$ cat src/rtl/bws_pkg.sv
`default_nettype none

package bws_pkg;

	localparam int WindowLength = 15;
	localparam int QueueDepth   = 4;
	localparam int QueuePtrW    = $clog2(QueueDepth);
	localparam int QueueFillW   = $clog2(QueueDepth + 1);

	localparam int ScoreW    = 9;
	localparam int PairW     = 5;
	localparam int RowW      = 5;
	localparam int TriIdxW   = 8;
	localparam int NumAcids  = 20;
	localparam int TriSize   = NumAcids * (NumAcids + 1) / 2;
	localparam int PairCntW  = 4;
	localparam int CntW      = ($clog2(WindowLength + 1) > PairCntW) ?
		$clog2(WindowLength + 1) : PairCntW;

	localparam logic [7:0] GapSymbol = 8'h5F;
	localparam logic [RowW-1:0] NoAcid = RowW'(NumAcids);

	localparam logic [PairCntW-1:0] PairCountMax = '1;

	localparam logic signed [ScoreW-1:0] ScoreMax = 9'sd255;
	localparam logic signed [ScoreW-1:0] ScoreMin = -9'sd256;
	localparam logic signed [PairW-1:0] GapScoreReset = -5'sd4;

	localparam logic [1:0] StatusOk      = 2'd0;
	localparam logic [1:0] StatusUnknown = 2'd1;
	localparam logic [1:0] StatusLong    = 2'd2;

	typedef struct packed {
		logic [7:0] ref_residue;
		logic [7:0] query_residue;
		logic       last;
	} in_item_t;

	typedef struct packed {
		logic signed [ScoreW-1:0] window_score;
		logic [PairCntW-1:0]      pair_count;
		logic [1:0]               status;
	} out_item_t;

	// classified pair handed from front to back
	typedef struct packed {
		logic [TriIdxW-1:0] tri_idx;
		logic               gap;
		logic               unknown;
		logic               last;
	} bws_class_t;

	// letter A..Z to matrix row, order A R N D C Q E G H I L K M F P S T W Y V
	localparam logic [RowW-1:0] LetterRow [26] = '{
		5'd0, NoAcid, 5'd4, 5'd3, 5'd6, 5'd13, 5'd7, 5'd8, 5'd9, NoAcid,
		5'd11, 5'd10, 5'd12, 5'd2, NoAcid, 5'd14, 5'd5, 5'd1, 5'd15, 5'd16,
		NoAcid, 5'd19, 5'd17, NoAcid, 5'd18, NoAcid
	};

	// start of each row in the lower triangle
	localparam logic [TriIdxW-1:0] TriBase [NumAcids] = '{
		8'd0, 8'd1, 8'd3, 8'd6, 8'd10, 8'd15, 8'd21, 8'd28, 8'd36, 8'd45,
		8'd55, 8'd66, 8'd78, 8'd91, 8'd105, 8'd120, 8'd136, 8'd153, 8'd171, 8'd190
	};

	// lower triangle of the symmetric substitution matrix, row by row
	localparam logic signed [PairW-1:0] SubTri [TriSize] = '{
		 4,
		-1,  5,
		-2,  0,  6,
		-2, -2,  1,  6,
		 0, -3, -3, -3,  9,
		-1,  1,  0,  0, -3,  5,
		-1,  0,  0,  2, -4,  2,  5,
		 0, -2,  0, -1, -3, -2, -2,  6,
		-2,  0,  1, -1, -3,  0,  0, -2,  8,
		-1, -3, -3, -3, -1, -3, -3, -4, -3,  4,
		-1, -2, -3, -4, -1, -2, -3, -4, -3,  2,  4,
		-1,  2,  0, -1, -3,  1,  1, -2, -1, -3, -2,  5,
		-1, -1, -2, -3, -1,  0, -2, -3, -2,  1,  2, -1,  5,
		-2, -3, -3, -3, -2, -3, -3, -3, -1,  0,  0, -3,  0,  6,
		-1, -2, -2, -1, -3, -1, -1, -2, -2, -3, -3, -1, -2, -4,  7,
		 1, -1,  1,  0, -1,  0,  0,  0, -1, -2, -2,  0, -1, -2, -1,  4,
		 0, -1,  0, -1, -1, -1, -1, -2, -2, -1, -1, -1, -1, -2, -1,  1,  5,
		-3, -3, -4, -4, -2, -2, -3, -2, -2, -3, -2, -3, -1,  1, -4, -3, -2, 11,
		-2, -2, -2, -3, -2, -1, -2, -3,  2, -1, -1, -2, -1,  3, -3, -2, -2,  2,  7,
		 0, -3, -3, -3, -1, -2, -2, -3, -3,  3,  1, -2,  1, -1, -2, -2,  0, -3, -1,  4
	};

	function automatic logic [RowW-1:0] acid_row(input logic [7:0] sym);
		logic [7:0] c;
		begin
			c = sym;
			if (c inside {[8'h61:8'h7A]})
				c = c - 8'h20;
			if (c inside {[8'h41:8'h5A]})
				acid_row = LetterRow[5'(c - 8'h41)];
			else
				acid_row = NoAcid;
		end
	endfunction

endpackage

`default_nettype wire

$ cat src/rtl/bws_front.sv
`default_nettype none

module bws_front (
	input  wire logic               clk,
	input  wire logic               arst_n,
	input  wire logic               in_valid,
	output logic                    in_stall,
	input  wire bws_pkg::in_item_t  in_data,
	input  wire logic               q_full,
	output logic                    push,
	output bws_pkg::bws_class_t     push_data
);

	logic                        valid_s1;
	bws_pkg::bws_class_t         class_s1;
	bws_pkg::bws_class_t         class_c;
	logic [bws_pkg::RowW-1:0]    row_r;
	logic [bws_pkg::RowW-1:0]    row_q;
	logic [bws_pkg::RowW-1:0]    hi;
	logic [bws_pkg::RowW-1:0]    lo;
	logic                        known;
	logic                        accept;

	always_comb begin
		row_r = bws_pkg::acid_row(in_data.ref_residue);
		row_q = bws_pkg::acid_row(in_data.query_residue);
		known = (row_r != bws_pkg::NoAcid) && (row_q != bws_pkg::NoAcid);
		// symmetric table: index by (larger row, smaller row)
		if (row_r >= row_q) begin
			hi = row_r;
			lo = row_q;
		end else begin
			hi = row_q;
			lo = row_r;
		end
		if (!known) begin
			hi = '0;
			lo = '0;
		end
		class_c.gap = (in_data.ref_residue == bws_pkg::GapSymbol) ||
			(in_data.query_residue == bws_pkg::GapSymbol);
		class_c.unknown = !class_c.gap && !known;
		class_c.tri_idx = bws_pkg::TriBase[hi] + bws_pkg::TriIdxW'(lo);
		class_c.last = in_data.last;
	end

	assign in_stall  = valid_s1 && q_full;
	assign accept    = in_valid && !in_stall;
	assign push      = valid_s1 && !q_full;
	assign push_data = class_s1;

	always_ff @(posedge clk or negedge arst_n) begin
		if (!arst_n) begin
			valid_s1 <= 1'b0;
		end else begin
			valid_s1 <= accept || (valid_s1 && q_full);
		end
	end

	always_ff @(posedge clk) begin
		if (accept) begin
			class_s1 <= class_c;
		end
	end

endmodule

`default_nettype wire

$ cat src/rtl/bws_queue.sv
`default_nettype none

module bws_queue (
	input  wire logic                clk,
	input  wire logic                arst_n,
	input  wire logic                wr_en,
	input  wire bws_pkg::bws_class_t wr_data,
	input  wire logic                rd_en,
	output bws_pkg::bws_class_t      rd_data,
	output logic                     full,
	output logic                     empty
);

	bws_pkg::bws_class_t              mem_q [bws_pkg::QueueDepth];
	logic [bws_pkg::QueuePtrW-1:0]    wr_ptr_q;
	logic [bws_pkg::QueuePtrW-1:0]    rd_ptr_q;
	logic [bws_pkg::QueueFillW-1:0]   fill_q;

	assign full    = (fill_q == bws_pkg::QueueFillW'(bws_pkg::QueueDepth));
	assign empty   = (fill_q == '0);
	assign rd_data = mem_q[rd_ptr_q];

	always_ff @(posedge clk or negedge arst_n) begin
		if (!arst_n) begin
			wr_ptr_q <= '0;
			rd_ptr_q <= '0;
			fill_q   <= '0;
		end else begin
			if (wr_en)
				wr_ptr_q <= (wr_ptr_q == bws_pkg::QueuePtrW'(bws_pkg::QueueDepth - 1)) ?
					'0 : wr_ptr_q + 1'b1;
			if (rd_en)
				rd_ptr_q <= (rd_ptr_q == bws_pkg::QueuePtrW'(bws_pkg::QueueDepth - 1)) ?
					'0 : rd_ptr_q + 1'b1;
			if (wr_en && !rd_en)
				fill_q <= fill_q + 1'b1;
			else if (rd_en && !wr_en)
				fill_q <= fill_q - 1'b1;
		end
	end

	always_ff @(posedge clk) begin
		if (wr_en) begin
			mem_q[wr_ptr_q] <= wr_data;
		end
	end

	a_no_overflow: assert property (@(posedge clk) disable iff (!arst_n)
		wr_en |-> !full) else $error("queue written while full");

	a_no_underflow: assert property (@(posedge clk) disable iff (!arst_n)
		rd_en |-> !empty) else $error("queue read while empty");

	a_fill_tracks: assert property (@(posedge clk) disable iff (!arst_n)
		(wr_en && !rd_en) |=> (fill_q == $past(fill_q) + 1'b1))
		else $error("fill count lost a transfer");

endmodule

`default_nettype wire

$ cat src/rtl/bws_back.sv
`default_nettype none

module bws_back (
	input  wire logic                       clk,
	input  wire logic                       arst_n,
	input  wire logic                       cfg_wr_en,
	input  wire logic signed [bws_pkg::PairW-1:0] cfg_wr_data,
	input  wire logic                       q_empty,
	input  wire bws_pkg::bws_class_t        q_data,
	output logic                            pop,
	output logic                            out_valid,
	input  wire logic                       out_stall,
	output bws_pkg::out_item_t              out_data
);

	logic signed [bws_pkg::PairW-1:0]  gap_score_q;
	logic signed [bws_pkg::ScoreW-1:0] acc_q;
	logic [bws_pkg::CntW-1:0]          cnt_q;
	logic [1:0]                        status_q;
	logic                              out_valid_q;
	bws_pkg::out_item_t                out_q;

	logic signed [bws_pkg::PairW-1:0]  pair;
	logic signed [bws_pkg::ScoreW:0]   sum;
	logic signed [bws_pkg::ScoreW-1:0] acc_n;
	logic [bws_pkg::CntW-1:0]          cnt_n;
	logic [1:0]                        status_n;
	logic                              slot_free;

	// only a window's final pair needs the output register
	assign slot_free = !out_valid_q || !out_stall;
	assign pop       = !q_empty && (!q_data.last || slot_free);

	always_comb begin
		pair     = '0;
		acc_n    = acc_q;
		cnt_n    = cnt_q;
		status_n = status_q;
		if (q_data.gap)
			pair = gap_score_q;
		else if (!q_data.unknown)
			pair = bws_pkg::SubTri[q_data.tri_idx];
		sum = {acc_q[bws_pkg::ScoreW-1], acc_q} +
			{{(bws_pkg::ScoreW + 1 - bws_pkg::PairW){pair[bws_pkg::PairW-1]}}, pair};
		if (cnt_q >= bws_pkg::CntW'(bws_pkg::WindowLength)) begin
			status_n = bws_pkg::StatusLong;
		end else begin
			if (q_data.unknown && (status_q < bws_pkg::StatusUnknown))
				status_n = bws_pkg::StatusUnknown;
			// saturate when the top two bits disagree
			if (sum[bws_pkg::ScoreW] != sum[bws_pkg::ScoreW-1])
				acc_n = sum[bws_pkg::ScoreW] ? bws_pkg::ScoreMin : bws_pkg::ScoreMax;
			else
				acc_n = sum[bws_pkg::ScoreW-1:0];
			cnt_n = cnt_q + 1'b1;
		end
	end

	always_ff @(posedge clk or negedge arst_n) begin
		if (!arst_n) begin
			gap_score_q <= bws_pkg::GapScoreReset;
			acc_q       <= '0;
			cnt_q       <= '0;
			status_q    <= bws_pkg::StatusOk;
			out_valid_q <= 1'b0;
		end else begin
			if (cfg_wr_en)
				gap_score_q <= cfg_wr_data;
			if (pop && q_data.last) begin
				acc_q       <= '0;
				cnt_q       <= '0;
				status_q    <= bws_pkg::StatusOk;
				out_valid_q <= 1'b1;
			end else begin
				if (pop) begin
					acc_q    <= acc_n;
					cnt_q    <= cnt_n;
					status_q <= status_n;
				end
				if (!out_stall)
					out_valid_q <= 1'b0;
			end
		end
	end

	always_ff @(posedge clk) begin
		if (pop && q_data.last) begin
			out_q.window_score <= acc_n;
			out_q.pair_count   <= (cnt_n > bws_pkg::CntW'(bws_pkg::PairCountMax)) ?
				bws_pkg::PairCountMax : cnt_n[bws_pkg::PairCntW-1:0];
			out_q.status       <= status_n;
		end
	end

	assign out_valid = out_valid_q;
	assign out_data  = out_q;

	a_cnt_bound: assert property (@(posedge clk) disable iff (!arst_n)
		cnt_q <= bws_pkg::CntW'(bws_pkg::WindowLength))
		else $error("pair count ran past the window length");

	a_window_clear: assert property (@(posedge clk) disable iff (!arst_n)
		(pop && q_data.last) |=> (cnt_q == '0) && (acc_q == '0) &&
		(status_q == bws_pkg::StatusOk) && out_valid_q)
		else $error("window state not cleared after final pair");

	a_no_overwrite: assert property (@(posedge clk) disable iff (!arst_n)
		(out_valid_q && out_stall) |-> !(pop && q_data.last))
		else $error("pending result overwritten");

endmodule

`default_nettype wire

$ cat src/rtl/peptide_blosum62_window_score.sv
// channel   | valid / stall         | payload                        | transfer on
// ----------+-----------------------+--------------------------------+------------------
// in        | in_valid / in_stall   | in_data  (ref, query, last)    | valid & !stall
// out       | out_valid / out_stall | out_data (score, count, status)| valid & !stall
// cfg       | cfg_wr_en             | cfg_wr_data (gap score)        | cfg_wr_en high
//
// One residue pair per cycle while the queue has room; the table lookup and
// saturating add are combinational in the back end. A pair is registered in the
// front before it enters the queue; popping a final pair registers its result.
// arst_n clears the window state and sets the gap score to -4.
// A 4-entry queue decouples classification from scoring; out_stall only holds
// the back end when a final pair finds the result register still occupied.
`default_nettype none

module peptide_blosum62_window_score (
	input  wire logic                          clk,
	input  wire logic                          arst_n,
	input  wire logic                          in_valid,
	output logic                               in_stall,
	input  wire bws_pkg::in_item_t             in_data,
	output logic                               out_valid,
	input  wire logic                          out_stall,
	output bws_pkg::out_item_t                 out_data,
	input  wire logic                          cfg_wr_en,
	input  wire logic signed [bws_pkg::PairW-1:0] cfg_wr_data
);

	logic                push;
	bws_pkg::bws_class_t push_data;
	logic                pop;
	bws_pkg::bws_class_t pop_data;
	logic                q_full;
	logic                q_empty;

	bws_front u_front (
		.clk       (clk),
		.arst_n    (arst_n),
		.in_valid  (in_valid),
		.in_stall  (in_stall),
		.in_data   (in_data),
		.q_full    (q_full),
		.push      (push),
		.push_data (push_data)
	);

	bws_queue u_queue (
		.clk     (clk),
		.arst_n  (arst_n),
		.wr_en   (push),
		.wr_data (push_data),
		.rd_en   (pop),
		.rd_data (pop_data),
		.full    (q_full),
		.empty   (q_empty)
	);

	bws_back u_back (
		.clk         (clk),
		.arst_n      (arst_n),
		.cfg_wr_en   (cfg_wr_en),
		.cfg_wr_data (cfg_wr_data),
		.q_empty     (q_empty),
		.q_data      (pop_data),
		.pop         (pop),
		.out_valid   (out_valid),
		.out_stall   (out_stall),
		.out_data    (out_data)
	);

endmodule

`default_nettype wire
$ cat config.mk
export PLATFORM = sky130hd
export DESIGN_NAME = peptide_blosum62_window_score
export DESIGN_NICKNAME = d
export VERILOG_FILES = /design/src/rtl/bws_pkg.sv /design/src/rtl/bws_front.sv /design/src/rtl/bws_queue.sv /design/src/rtl/bws_back.sv /design/src/rtl/peptide_blosum62_window_score.sv
export SDC_FILE = /design/constraint.sdc
export NUM_CORES = 1
export LEC_CHECK = 0
export ABC_AREA = 1
export BUFFER_PORTS_ARGS = -buffer_cell sky130_fd_sc_hd__buf_4
export CORE_AREA = 3 3 141 143
export CTS_BUF_LIST = sky130_fd_sc_hd__clkbuf_4 sky130_fd_sc_hd__clkbuf_8 sky130_fd_sc_hd__clkbuf_16
export DETAILED_ROUTE_END_ITERATION = 16
export DIE_AREA = 0 0 144 146
export PLACE_DENSITY = 0.62
export SLEW_MARGIN = 40
export SYNTH_ARGS = -nofsm -noshare
export SYNTH_HDL_FRONTEND = slang
export SYNTH_SLANG_ARGS = --single-unit
$ cat constraint.sdc
create_clock -name clk -period 6.28 [get_ports clk]
set_input_delay 0.628 -clock clk [delete_from_list [all_inputs] [get_ports clk]]
set_output_delay 0.628 -clock clk [all_outputs]
set_load 0.02 [all_outputs]
==> metrics <==
Setup TNS 0 ps; Synth Instances ~970; row count 50; adder-cell share of the synthesized area between 10% and 20%; DRT Wirelength between 15000 and 20000 µm; Final Cell Area ~8400 µm²; register area 2830 µm²; Primary FF master, synth edfxtp_1; global placement routability congestion between 0.9 and 1; CP Launch Type primary input; CP max stage cell ha_1; Util after Layout around 45%; Slew HR 54.8%; mean number of vias per cell 5.11; fin worst setup slack between 600 and 700 ps; GRT overflow 0; number of max-cap violations 0; Crit Path Class in -> reg; EDFF count, synth 70; WP buf/inv 9; Least-Margin Pin Slew 678 ps; max-slew violations 0; CP peak stage delay approximately 400 ps; post-synthesis cell area around 7500 µm²; Setup crit end kind register; Fin Clk Skew ~10 ps; XOR/XNOR share of the synthesized area 1.63%; post-CTS setup buffers 0; die height ~150 µm; layout cells sized above 1 between 10% and 20%; drt wl/cell roughly 13 µm; initial core utilization between 30% and 40%; critical path peak fanout 15; Worst path top cell family by delay adder cells; Internal ~2.3 mW; largest family of logic cells by synthesized area simple AND/OR/NAND/NOR gates; Tmin final ~5600 ps; syn_area_per_cell just under 8 µm²; Synth cell types 52; RSZ-0062 raised after global routing false; ANT cells 0; Seq pwr share a little under a quarter; Achievable Freq about 180 MHz; TritonRoute pass-1 iters 5; hold crit path type in -> async; Vias roughly 6.4k; status complete, no violations; # DRC 0; clock share of power roughly an eighth; dpl hpwl about 12000 µm; Final setup violation count 0; DR iter-0 viols between 300 and 400; Worst-path clk slew 70 ps; CTS tree built; GRT Overall Usage between 15 and 20%; NetSw around 2.3 mW; worst skew pair latency 340 ps; worst slack at placement about 350 ps; port bufs 43; nets@finish about 1.1k; multi-input logic area a little under 4000 µm²; Sw Share between 40% and 50%; DIE AREA ~21000 µm²; number of global-route vias before repair approximately 6k; cell leakage power 3.85 nW; most frequent CP cell nand2_1; Num CTS Buffers 9; largest net degree at the start of global routing 30; final hold violation count 0; root buf cell clkbuf_16; Layout fillers 1881; Power, Total about 4.6 mW; area grow syn2layout 12.3%; Power Dens Cells 553 nW/µm²; Die Width about 140 µm; hold buffers post-CTS 0; placed inst area between 8000 and 9000 µm²; Max VDD drop ~190 µV; critical path data required time approximately 6400 ps; Comb power frac between 60 and 70%; Post-Synth Simple-Gate Area about 26%; Syn Nets roughly 1.1k; wire length of the first global-routing pass between 20000 and 30000 µm; initial antenna violation count 0; YS warnings 0; ys async rst share between 20 and 30%; I/O pins 44; CTS Sinks 99; CTS Buffer Depth 2; Seq cells post-synth 99; Final ANT Viol Nets 0; Synth Area in Compound Gates 15.5%; final period utilization roughly 90%; Post-CTS Resized 0; WP data arrival between 5000 and 6000 ps; Core Footprint about 19000 µm²; H-tree levels 3; post-synthesis sequential area ratio a little under two fifths; mux cell area share after synthesis 0%
[cell usage after synthesis, types with 2 or more instances]
library cell	count	area, µm²
o21bai_1	2	15.0
fa_1	3	60.1
xnor2_1	5	43.8
clkinv_1	3	11.3
a21oi_1	45	225
nand2_1	220	826
o21ai_0	88	440
ha_1	56	701
nor2_1	76	285
inv_2	10	37.5
inv_1	134	503
nand2_4	3	33.8
nand4_1	14	87.6
dfrtp_1	26	651
o21ai_1	7	35.0
or2_2	13	81.3
nor2_4	2	22.5
o311ai_0	3	26.3
xor2_1	7	61.3
nand3_1	64	320
o22ai_1	10	62.6
dfstp_2	3	78.8
nor3_1	7	35.0
a22oi_1	4	30.0
a31oi_1	6	37.5
o211ai_1	14	105
nor2_2	9	56.3
o31ai_1	2	15.0
nand3_4	2	35.0
nand3_2	4	40.0
clkbuf_1	13	48.8
nand2_2	10	62.6
a21oi_2	2	17.5
edfxtp_1	70	2100
a32o_1	4	40.0
a32oi_1	3	26.3
buf_2	10	50.1
[layout by cell type, fill, tap and decap left out, types with 3 or more instances in the layout]
| master | synthesis | routed |
|---|---|---|
| a21oi_1 | 45 | 45 |
| a22oi_1 | 4 | 4 |
| a31oi_1 | 6 | 6 |
| a32o_1 | 4 | 4 |
| a32oi_1 | 3 | 3 |
| buf_4 | 0 | 56 |
| clkbuf_16 | 0 | 10 |
| dfrtp_1 | 26 | 26 |
| dfstp_2 | 3 | 3 |
| edfxtp_1 | 70 | 70 |
| fa_1 | 3 | 3 |
| ha_1 | 56 | 56 |
| inv_1 | 134 | 134 |
| inv_2 | 10 | 10 |
| nand2_1 | 220 | 220 |
| nand2_2 | 10 | 10 |
| nand2_4 | 3 | 3 |
| nand3_1 | 64 | 64 |
| nand3_2 | 4 | 4 |
| nand4_1 | 14 | 14 |
| nor2_1 | 76 | 72 |
| nor2_2 | 9 | 13 |
| nor3_1 | 7 | 7 |
| o211ai_1 | 14 | 14 |
| o21ai_0 | 88 | 88 |
| o21ai_1 | 7 | 7 |
| o22ai_1 | 10 | 10 |
| o311ai_0 | 3 | 3 |
| or2_2 | 13 | 13 |
| xnor2_1 | 5 | 5 |
| xor2_1 | 7 | 7 |
[stage by stage]
step	hold slack, ps	instances
final	201	1250
after global routing	218	1250
after CTS	211	1250
after detailed placement	478	1234
after global placement	473	1234
after floorplan	332	969
[final cells by class]
class                   count  area share (%)
multi-input cells         696            47.3
flip-flops and latches     99            33.8
inverters                 149            6.80
repair buffers             56            5.02
well taps                 234            3.50
clock buffers              12            3.24
clock inverters             4           0.359
[worst paths after layout]
kind | endpoint | from | slack, ps | cells after the start
max in group asynchronous | u_back.gap_score_q[4] | arst_n | 5760 | 1
setup / recovery | u_front.push_data[10] | in_data[9] | 650 | 39
hold / removal | u_back.acc_q[6] | arst_n | 200 | 1
setup reg to reg | u_back.acc_q[1] | u_queue.rd_ptr_q[1] | 730 | 33
min in group clk | u_front.push_data[0] | in_data[0] | 480 | 1
hold reg to reg | u_back.gap_score_q[2] | u_back.gap_score_q[2] | 490 | 2
[sequential cells by signal, summed over array words and instances (netlist names)]
| signal | count |
|---|---|
| u_back.status_q | 2 |
| u_front.push_data | 11 |
| u_front.valid_s1 | 1 |
| u_queue.rd_ptr_q | 2 |
| u_back.cnt_q | 4 |
| u_queue.mem_q | 44 |
| u_back.out_valid | 1 |
| u_queue.wr_ptr_q | 2 |
| u_back.out_data | 15 |
| u_queue.fill_q | 3 |
| u_back.acc_q | 9 |
| u_back.gap_score_q | 5 |
[power by group through the flow]
stage | Sequential (mW) | Clock [mW] | Combinational, mW
2_1_floorplan | 1.17 | 0 | 2.11
3_3_place_gp | 1.12 | 0 | 2.95
3_5_place_dp | 1.12 | 0 | 2.95
4_1_cts | 1.11 | 0.553 | 2.96
5_1_grt | 1.13 | 0.578 | 3.38
6_report | 1.11 | 0.541 | 2.99
[metal layers]
layer | GRT usage, % | wire length, µm | part of all wire [%] | vias up
met5 | 0 | 0 | 0 | -
met4 | 6.26 | 397 | 2.4 | 0
met3 | 2.04 | 751 | 4.6 | 33
met2 | 26.2 | 7880 | 48 | 181
met1 | 20.6 | 7380 | 45 | 2850
li1 | - | - | - | 3326
[kinds of logic (layout without fill, tap and decap cells)]
group | after synthesis | in the layout
AND/OR/NAND/NOR | 426 | 426
AO/OA/AOI/OAI | 198 | 198
buffers and inverters | 174 | 221
flip-flops | 99 | 99
adder cells (fa/ha/maj) | 59 | 59
XOR/XNOR | 13 | 13
No activity file was read; power rests on OpenSTA's default activity.
